<file path="config.mk">
export PLATFORM = sky130hd
export DESIGN_NAME = escaped_api_frame_deframer
export DESIGN_NICKNAME = d
export VERILOG_FILES = /design/src/eafd_pkg.sv /design/src/eafd_in_stage.sv /design/src/eafd_core.sv /design/src/eafd_out_stage.sv /design/src/escaped_api_frame_deframer.sv
export VERILOG_INCLUDE_DIRS = /design/src /design/src/src
export SDC_FILE = /design/constraint.sdc
export NUM_CORES = 1
export LEC_CHECK = 0
export BUFFER_PORTS_ARGS = -buffer_cell sky130_fd_sc_hd__buf_2
export CAP_MARGIN = 20
export CORE_MARGIN = 2
export CORE_UTILIZATION = 60
export CTS_CLUSTER_DIAMETER = 200
export DETAILED_ROUTE_END_ITERATION = 8
export HOLD_SLACK_MARGIN = 0.08
export PLACE_DENSITY_LB_ADDON = 0.12
export SLEW_MARGIN = 20
export SYNTH_ARGS = -nofsm -noshare
export SYNTH_HDL_FRONTEND = slang
export SYNTH_SLANG_ARGS = --single-unit
</file>
<file path="constraint.sdc">
create_clock -name clk -period 7.2 [get_ports clk]
set_input_delay 1.8 -clock clk [delete_from_list [all_inputs] [get_ports clk]]
set_output_delay 1.8 -clock clk [all_outputs]
set_load 0.01 [all_outputs]
</file>
<file path="src/escaped_api_frame_deframer_assert.svh">
`ifndef ESCAPED_API_FRAME_DEFRAMER_ASSERT_SVH
`define ESCAPED_API_FRAME_DEFRAMER_ASSERT_SVH

// same-cycle implication, checked out of reset
`define EAFD_ASSERT_NOW(label, ante, cons) \
  label: assert property (@(posedge clk) disable iff (rst) (ante) |-> (cons)) \
    else $error("eafd assertion failed");

// next-cycle implication, checked out of reset
`define EAFD_ASSERT_NEXT(label, ante, cons) \
  label: assert property (@(posedge clk) disable iff (rst) (ante) |=> (cons)) \
    else $error("eafd assertion failed");

`endif

</file>
<file path="src/eafd_pkg.sv">
package eafd_pkg;

  localparam int unsigned MAX_FRAME = 128;

  localparam logic [7:0] DELIM    = 8'h7E;
  localparam logic [7:0] ESC      = 8'h7D;
  localparam logic [7:0] ESC_XOR  = 8'h20;
  localparam logic [7:0] SUM_GOOD = 8'hFF;

  localparam logic [15:0] LEN_CAP = 16'(MAX_FRAME);

  typedef enum logic [2:0] {
    PH_HUNT    = 3'd0,
    PH_LEN_HI  = 3'd1,
    PH_LEN_LO  = 3'd2,
    PH_PAYLOAD = 3'd3,
    PH_CHECK   = 3'd4
  } phase_t;

  typedef enum logic [1:0] {
    KIND_PAYLOAD = 2'd0,
    KIND_GOOD    = 2'd1,
    KIND_BAD     = 2'd2,
    KIND_EMPTY   = 2'd3
  } kind_t;

  typedef struct packed {
    kind_t       kind;
    logic [7:0]  data_byte;
    logic [6:0]  byte_index;
    logic [7:0]  frame_length;
    logic        last;
  } result_t;

  typedef struct packed {
    logic    valid;
    result_t res;
  } core_out_t;

endpackage

</file>
<file path="src/eafd_in_stage.sv">
module eafd_in_stage (
  input  logic       clk,
  input  logic       rst,
  input  logic       in_valid,
  output logic       in_ready,
  input  logic [7:0] rx_byte,
  input  logic       take,
  output logic       q_valid,
  output logic [7:0] q_byte
);

  assign in_ready = !q_valid || take;

  always_ff @(posedge clk) begin
    if (rst) begin
      q_valid <= 1'b0;
    end else if (in_valid && in_ready) begin
      q_valid <= 1'b1;
    end else if (take) begin
      q_valid <= 1'b0;
    end
  end

  always_ff @(posedge clk) begin
    if (in_valid && in_ready) begin
      q_byte <= rx_byte;
    end
  end

endmodule

</file>
<file path="src/eafd_core.sv">
module eafd_core import eafd_pkg::*; (
  input  logic       clk,
  input  logic       rst,
  input  logic       take,
  input  logic [7:0] rx_q,
  output core_out_t  core_out
);

  phase_t     phase, phase_next;
  logic       escape_pending, escape_pending_next;
  logic [7:0] length_high, length_high_next;
  logic [7:0] payload_length, payload_length_next;
  logic [7:0] bytes_received, bytes_received_next;
  logic [7:0] running_sum, running_sum_next;

  logic [7:0]  b;
  logic [15:0] len_full;
  logic [7:0]  sum_new;
  logic [7:0]  count_new;

  always_comb begin
    phase_next          = phase;
    escape_pending_next = escape_pending;
    length_high_next    = length_high;
    payload_length_next = payload_length;
    bytes_received_next = bytes_received;
    running_sum_next    = running_sum;
    core_out            = '0;
    b                   = escape_pending ? (rx_q ^ ESC_XOR) : rx_q;
    len_full            = {length_high, b};
    sum_new             = running_sum + b;
    count_new           = bytes_received + 8'd1;

    if (phase == PH_HUNT) begin
      if (rx_q == DELIM) begin
        phase_next          = PH_LEN_HI;
        escape_pending_next = 1'b0;
      end
    end else if (!escape_pending && rx_q == ESC) begin
      escape_pending_next = 1'b1;
    end else begin
      escape_pending_next = 1'b0;
      unique case (phase)
        PH_LEN_HI: begin
          length_high_next = b;
          phase_next       = PH_LEN_LO;
        end
        PH_LEN_LO: begin
          payload_length_next = (len_full > LEN_CAP) ? LEN_CAP[7:0] : b;
          bytes_received_next = '0;
          running_sum_next    = '0;
          phase_next          = (payload_length_next == 8'd0) ? PH_CHECK : PH_PAYLOAD;
        end
        PH_PAYLOAD: begin
          core_out.valid          = 1'b1;
          core_out.res.kind       = KIND_PAYLOAD;
          core_out.res.data_byte  = b;
          core_out.res.byte_index = bytes_received[6:0];
          running_sum_next        = sum_new;
          bytes_received_next     = count_new;
          if (count_new >= payload_length) begin
            phase_next = PH_CHECK;
          end
        end
        PH_CHECK: begin
          running_sum_next          = sum_new;
          core_out.valid            = 1'b1;
          core_out.res.frame_length = payload_length;
          core_out.res.last         = 1'b1;
          if (payload_length == 8'd0) begin
            core_out.res.kind = KIND_EMPTY;
          end else if (sum_new == SUM_GOOD) begin
            core_out.res.kind = KIND_GOOD;
          end else begin
            core_out.res.kind = KIND_BAD;
          end
          phase_next = PH_HUNT;
        end
        default: begin
          phase_next          = PH_HUNT;
          escape_pending_next = 1'b0;
        end
      endcase
    end
  end

  always_ff @(posedge clk) begin
    if (rst) begin
      phase          <= PH_HUNT;
      escape_pending <= 1'b0;
      length_high    <= '0;
      payload_length <= '0;
      bytes_received <= '0;
      running_sum    <= '0;
    end else if (take) begin
      phase          <= phase_next;
      escape_pending <= escape_pending_next;
      length_high    <= length_high_next;
      payload_length <= payload_length_next;
      bytes_received <= bytes_received_next;
      running_sum    <= running_sum_next;
    end
  end

endmodule

</file>
<file path="src/eafd_out_stage.sv">
module eafd_out_stage import eafd_pkg::*; (
  input  logic      clk,
  input  logic      rst,
  input  logic      take,
  input  core_out_t core_out,
  output logic      free,
  output logic      out_valid,
  input  logic      out_ready,
  output result_t   res_q
);

  assign free = !out_valid || out_ready;

  always_ff @(posedge clk) begin
    if (rst) begin
      out_valid <= 1'b0;
    end else if (free) begin
      out_valid <= take && core_out.valid;
    end
  end

  always_ff @(posedge clk) begin
    if (take && core_out.valid) begin
      res_q <= core_out.res;
    end
  end

endmodule

</file>
<file path="src/escaped_api_frame_deframer.sv">
// channel  direction  handshake             payload
// in       input      in_valid / in_ready   rx_byte
// out      output     out_valid / out_ready kind, data_byte, byte_index, frame_length, last
//
// one byte per cycle sustained while the output is not stalled; a result follows its byte transfer
// latency is set by the input register and the result register around the decode step
// a stalled output holds the result; the input register still takes one more byte
// rst is synchronous and clears the frame state to hunting
module escaped_api_frame_deframer import eafd_pkg::*; (
  input  logic       clk,
  input  logic       rst,
  input  logic       in_valid,
  output logic       in_ready,
  input  logic [7:0] rx_byte,
  output logic       out_valid,
  input  logic       out_ready,
  output logic [1:0] kind,
  output logic [7:0] data_byte,
  output logic [6:0] byte_index,
  output logic [7:0] frame_length,
  output logic       last
);

`include "escaped_api_frame_deframer_assert.svh"

  logic       q_valid;
  logic [7:0] q_byte;
  logic       free;
  logic       take;
  core_out_t  core_out;
  result_t    res_q;

  assign take = q_valid && free;

  eafd_in_stage u_in (
    .clk      (clk),
    .rst      (rst),
    .in_valid (in_valid),
    .in_ready (in_ready),
    .rx_byte  (rx_byte),
    .take     (take),
    .q_valid  (q_valid),
    .q_byte   (q_byte)
  );

  eafd_core u_core (
    .clk      (clk),
    .rst      (rst),
    .take     (take),
    .rx_q     (q_byte),
    .core_out (core_out)
  );

  eafd_out_stage u_out (
    .clk       (clk),
    .rst       (rst),
    .take      (take),
    .core_out  (core_out),
    .free      (free),
    .out_valid (out_valid),
    .out_ready (out_ready),
    .res_q     (res_q)
  );

  assign kind         = res_q.kind;
  assign data_byte    = res_q.data_byte;
  assign byte_index   = res_q.byte_index;
  assign frame_length = res_q.frame_length;
  assign last         = res_q.last;

  `EAFD_ASSERT_NOW(a_ready_when_free, free, in_ready)
  `EAFD_ASSERT_NOW(a_end_not_payload, out_valid && last, kind != KIND_PAYLOAD)
  `EAFD_ASSERT_NOW(a_payload_fields, out_valid && kind == KIND_PAYLOAD,
    !last && frame_length == 8'd0)
  `EAFD_ASSERT_NEXT(a_taken_result_shown, take && core_out.valid, out_valid)

endmodule

</file>
==> metrics.cfg <==
[outcome]
status = finished clean

[floorplanning]
die_h_um = 79.76
die_w_um = 79.76
core_sq_um = 5540
dieArea_sq_um = 6361
rows = 27
initial_utilization_pct = 62.15
ios = 40

[job]
cap_viol_max_count = 0

[global_routing]
antenna_found_initial = 0
grt_start_max_net_pins = 40
first_global_vias = 2579
grt-ovfl-total = 0
grt_usage_pct = 24.93
grt_first_pass_wirelength_mm = 12.08

[sta]
finalHoldViolCount = 0
fmax_mhz = 247.0
finClkSkew_ns = 0.01201
min_period_over_period_pct = 56.24
tightest_slew_ns = 1.063
slew_viol_final = 0
slew_headroom_pct = 29.13
rsz0062_at_grt = false
fin_crit_ns = 4.049
tns_ns = 0
finalSetupViolCount = 0

[routing]
num_vias = 2603
firstDrtPassIters = 4
wl_mm = 7.253
drc = 0
ant_nets = 0
drtIter0Drc = 135
routedWlPerCell_um = 16.12
routed_via_density = 5.784

[power]
seq_power_share_pct = 52.9
clkPwrFrac_pct = 44.0
p_leak_nw = 1.528
switching_share_pct = 21.22
p_int_uw = 652.9
combPwrFrac_pct = 3.0
p_per_area_nw_per_um2 = 212.6
p_switching_uw = 175.9
irDropWorstVdd_uv = 132.0

[layout]
diodes = 0
final_core_util_pct = 70.37
regArea_sq_um = 1782
num-nets-final = 402
drive_gt1_share_pct = 16.40
syn_to_final_growth_pct = 13.23
multi_input_area_sq_um = 1549
final_area_sq_um = 3899
nFillCells = 455

[critical_path]
critPathCaptureType = output pin
r2r-start = u_in.q_byte[0]$_DFFE_PP_
r2r_slack_ns = 4.13
timing.rr.end = u_out.res_q[25]$_SDFFCE_PN0P_
worstSetupPathType = input pin to output pin
ff2ff_path_depth = 8
cp-start-kind = input pin
arrival_ns = 2.25
critPathRequiredTime_ns = 5.40
crit_fanout = 3

[synthesis]
netlist.area_leader.share_pct = 29.65
synth_ff_type = dfxtp_1
synth_cell_type_count = 51
yosys_register_bits = 72
synth_area_sq_um = 3443
synthCells = 336
synth_top_area_cell = edfxtp_1
yosysMostFrequentCell = dfxtp_1
synth_edf_count = 34
yosysSeqAreaShare_pct = 51.74
ys_top_cells_by_count = 38 x dfxtp_1, 35 x nor2_1, 34 x edfxtp_1
syn_area_per_cell_sq_um = 10.25
ys.warnings.count = 0
syn_nets = 365
postSynth.asyncResetShare_pct = 0
ys_top_cells_by_area = edfxtp_1 30%, dfxtp_1 22%, ha_1 5.8%, nor2_1 3.8%, a21oi_1 3.8%

[clocking]
cts_post_setup_buffers_inserted = 0
numCtsBuffers = 9
cts_sinks = 72
worstSkewPairLatency_ns = 0.35
cts_hold_buf = 0
cts-root-buf = clkbuf_8
cts_buffer_depth = 2
cts_resized = 0
htreeDepth = 3
cts_tree = built
clk_pin_slew_ns = 0.07

[place]
place_area_sq_um = 3669
port_buffers = 39
place.gp.congestion = 0.8286
hpwlAfterDp_mm = 4.896

[worst_hold_path]
holdPathStages = 2
hp-class = flop to flop
holdPathEnd = u_core.running_sum[5]$_SDFFE_PP0P_
hold_start = u_core.running_sum[5]$_SDFFE_PP0P_

[kinds of logic after synthesis]
group                      Yosys count  share of synthesized area (%)
adders and majority gates           17                          6.395
muxes                                8                          2.326
buffers and inverters               27                          3.270
xor gates and xnor gates            13                          3.307
AOI/OAI and AO/OA                   75                          13.48
and+or+nand+nor                    124                          19.48
DFF                                 72                          51.74
[flip-flops by register name, summed over array words and instances (netlist names)]
name,count
u_core.length_high,8
u_out.res_q,26
u_core.phase,3
u_out.out_valid,1
u_core.bytes_received,8
u_in.q_byte,8
u_core.escape_pending,1
u_core.payload_length,8
u_in.q_valid,1
u_core.running_sum,8
[routing by layer]
layer | track usage, % | part of all wire, % | up-vias
met5 | 0 | 0 | -
met4 | 12.37 | 2.3 | 0
met3 | 6.335 | 5.6 | 18
met2 | 39.92 | 48 | 82
met1 | 31.45 | 44 | 1210
li1 | - | - | 1293
[power groups by stage]
stage | sequential [mW] | clock (mW) | combinational (mW)
floorplan | 0.443 | 0 | 0.0195
global placement | 0.448 | 0 | 0.0242
detailed placement | 0.448 | 0 | 0.0249
CTS | 0.439 | 0.367 | 0.0250
global route | 0.439 | 0.385 | 0.0281
finish | 0.439 | 0.365 | 0.0252
[layout by cell type, fill, tap and decap left out, types with 3 or more instances in the layout]
cell / netlist / final
a211oi_1: 3 / 3
a21oi_1: 26 / 26
a22oi_1: 9 / 9
and2_1: 18 / 18
and3_1: 13 / 13
buf_2: 2 / 39
clkbuf_8: 0 / 11
dfxtp_1: 38 / 38
edfxtp_1: 34 / 34
ha_1: 16 / 16
inv_1: 14 / 13
mux2i_1: 8 / 8
nand2_1: 15 / 15
nand2b_1: 3 / 3
nand3_1: 10 / 10
nand4_1: 3 / 3
nor2_1: 35 / 35
nor2b_1: 4 / 4
o21ai_0: 17 / 17
o21bai_1: 3 / 3
or3_1: 6 / 6
xnor2_1: 5 / 5
xor2_1: 8 / 8
[critical path, cell delays in order]
cell and delay (ns):
buf_2 0.10, nand3b_1 0.18, buf_2 0.16
[layout make-up]
| type | count | share of cell area [%] |
|---|---|---|
| Clock buffer | 11 | 3.883 |
| Clock inverter | 5 | 2.022 |
| Inverter | 14 | 1.348 |
| Multi-Input combinational cell | 237 | 39.73 |
| Sequential cell | 72 | 45.70 |
| Tap cell | 72 | 2.311 |
| Timing Repair Buffer | 39 | 5.006 |
[stage by stage]
stage / instances / power, mW / hold slack, ns / setup slack (ns)
2_1_floorplan: 336 / 0.4624 / 0.4548 / 3.392
3_3_place_gp: 434 / 0.4723 / 0.4726 / 3.182
3_5_place_dp: 434 / 0.4731 / 0.4815 / 3.155
4_1_cts: 450 / 0.8310 / 0.4981 / 3.150
5_1_grt: 450 / 0.8525 / 0.5253 / 3.121
6_report: 450 / 0.8288 / 0.4966 / 3.151
[worst max-delay path by stage]
| stage | startpoint | end | slack, ns | cells past startpoint |
|---|---|---|---|---|
| final | out_ready | in_ready | 3.15 | 3 |
| after global routing | out_ready | in_ready | 3.12 | 3 |
| after CTS | out_ready | in_ready | 3.15 | 3 |
| after detailed placement | out_ready | in_ready | 3.15 | 3 |
| after global placement | out_ready | in_ready | 3.18 | 3 |
| after floorplan | out_ready | in_ready | 3.39 | 1 |
(Power assumes the default switching activity.)
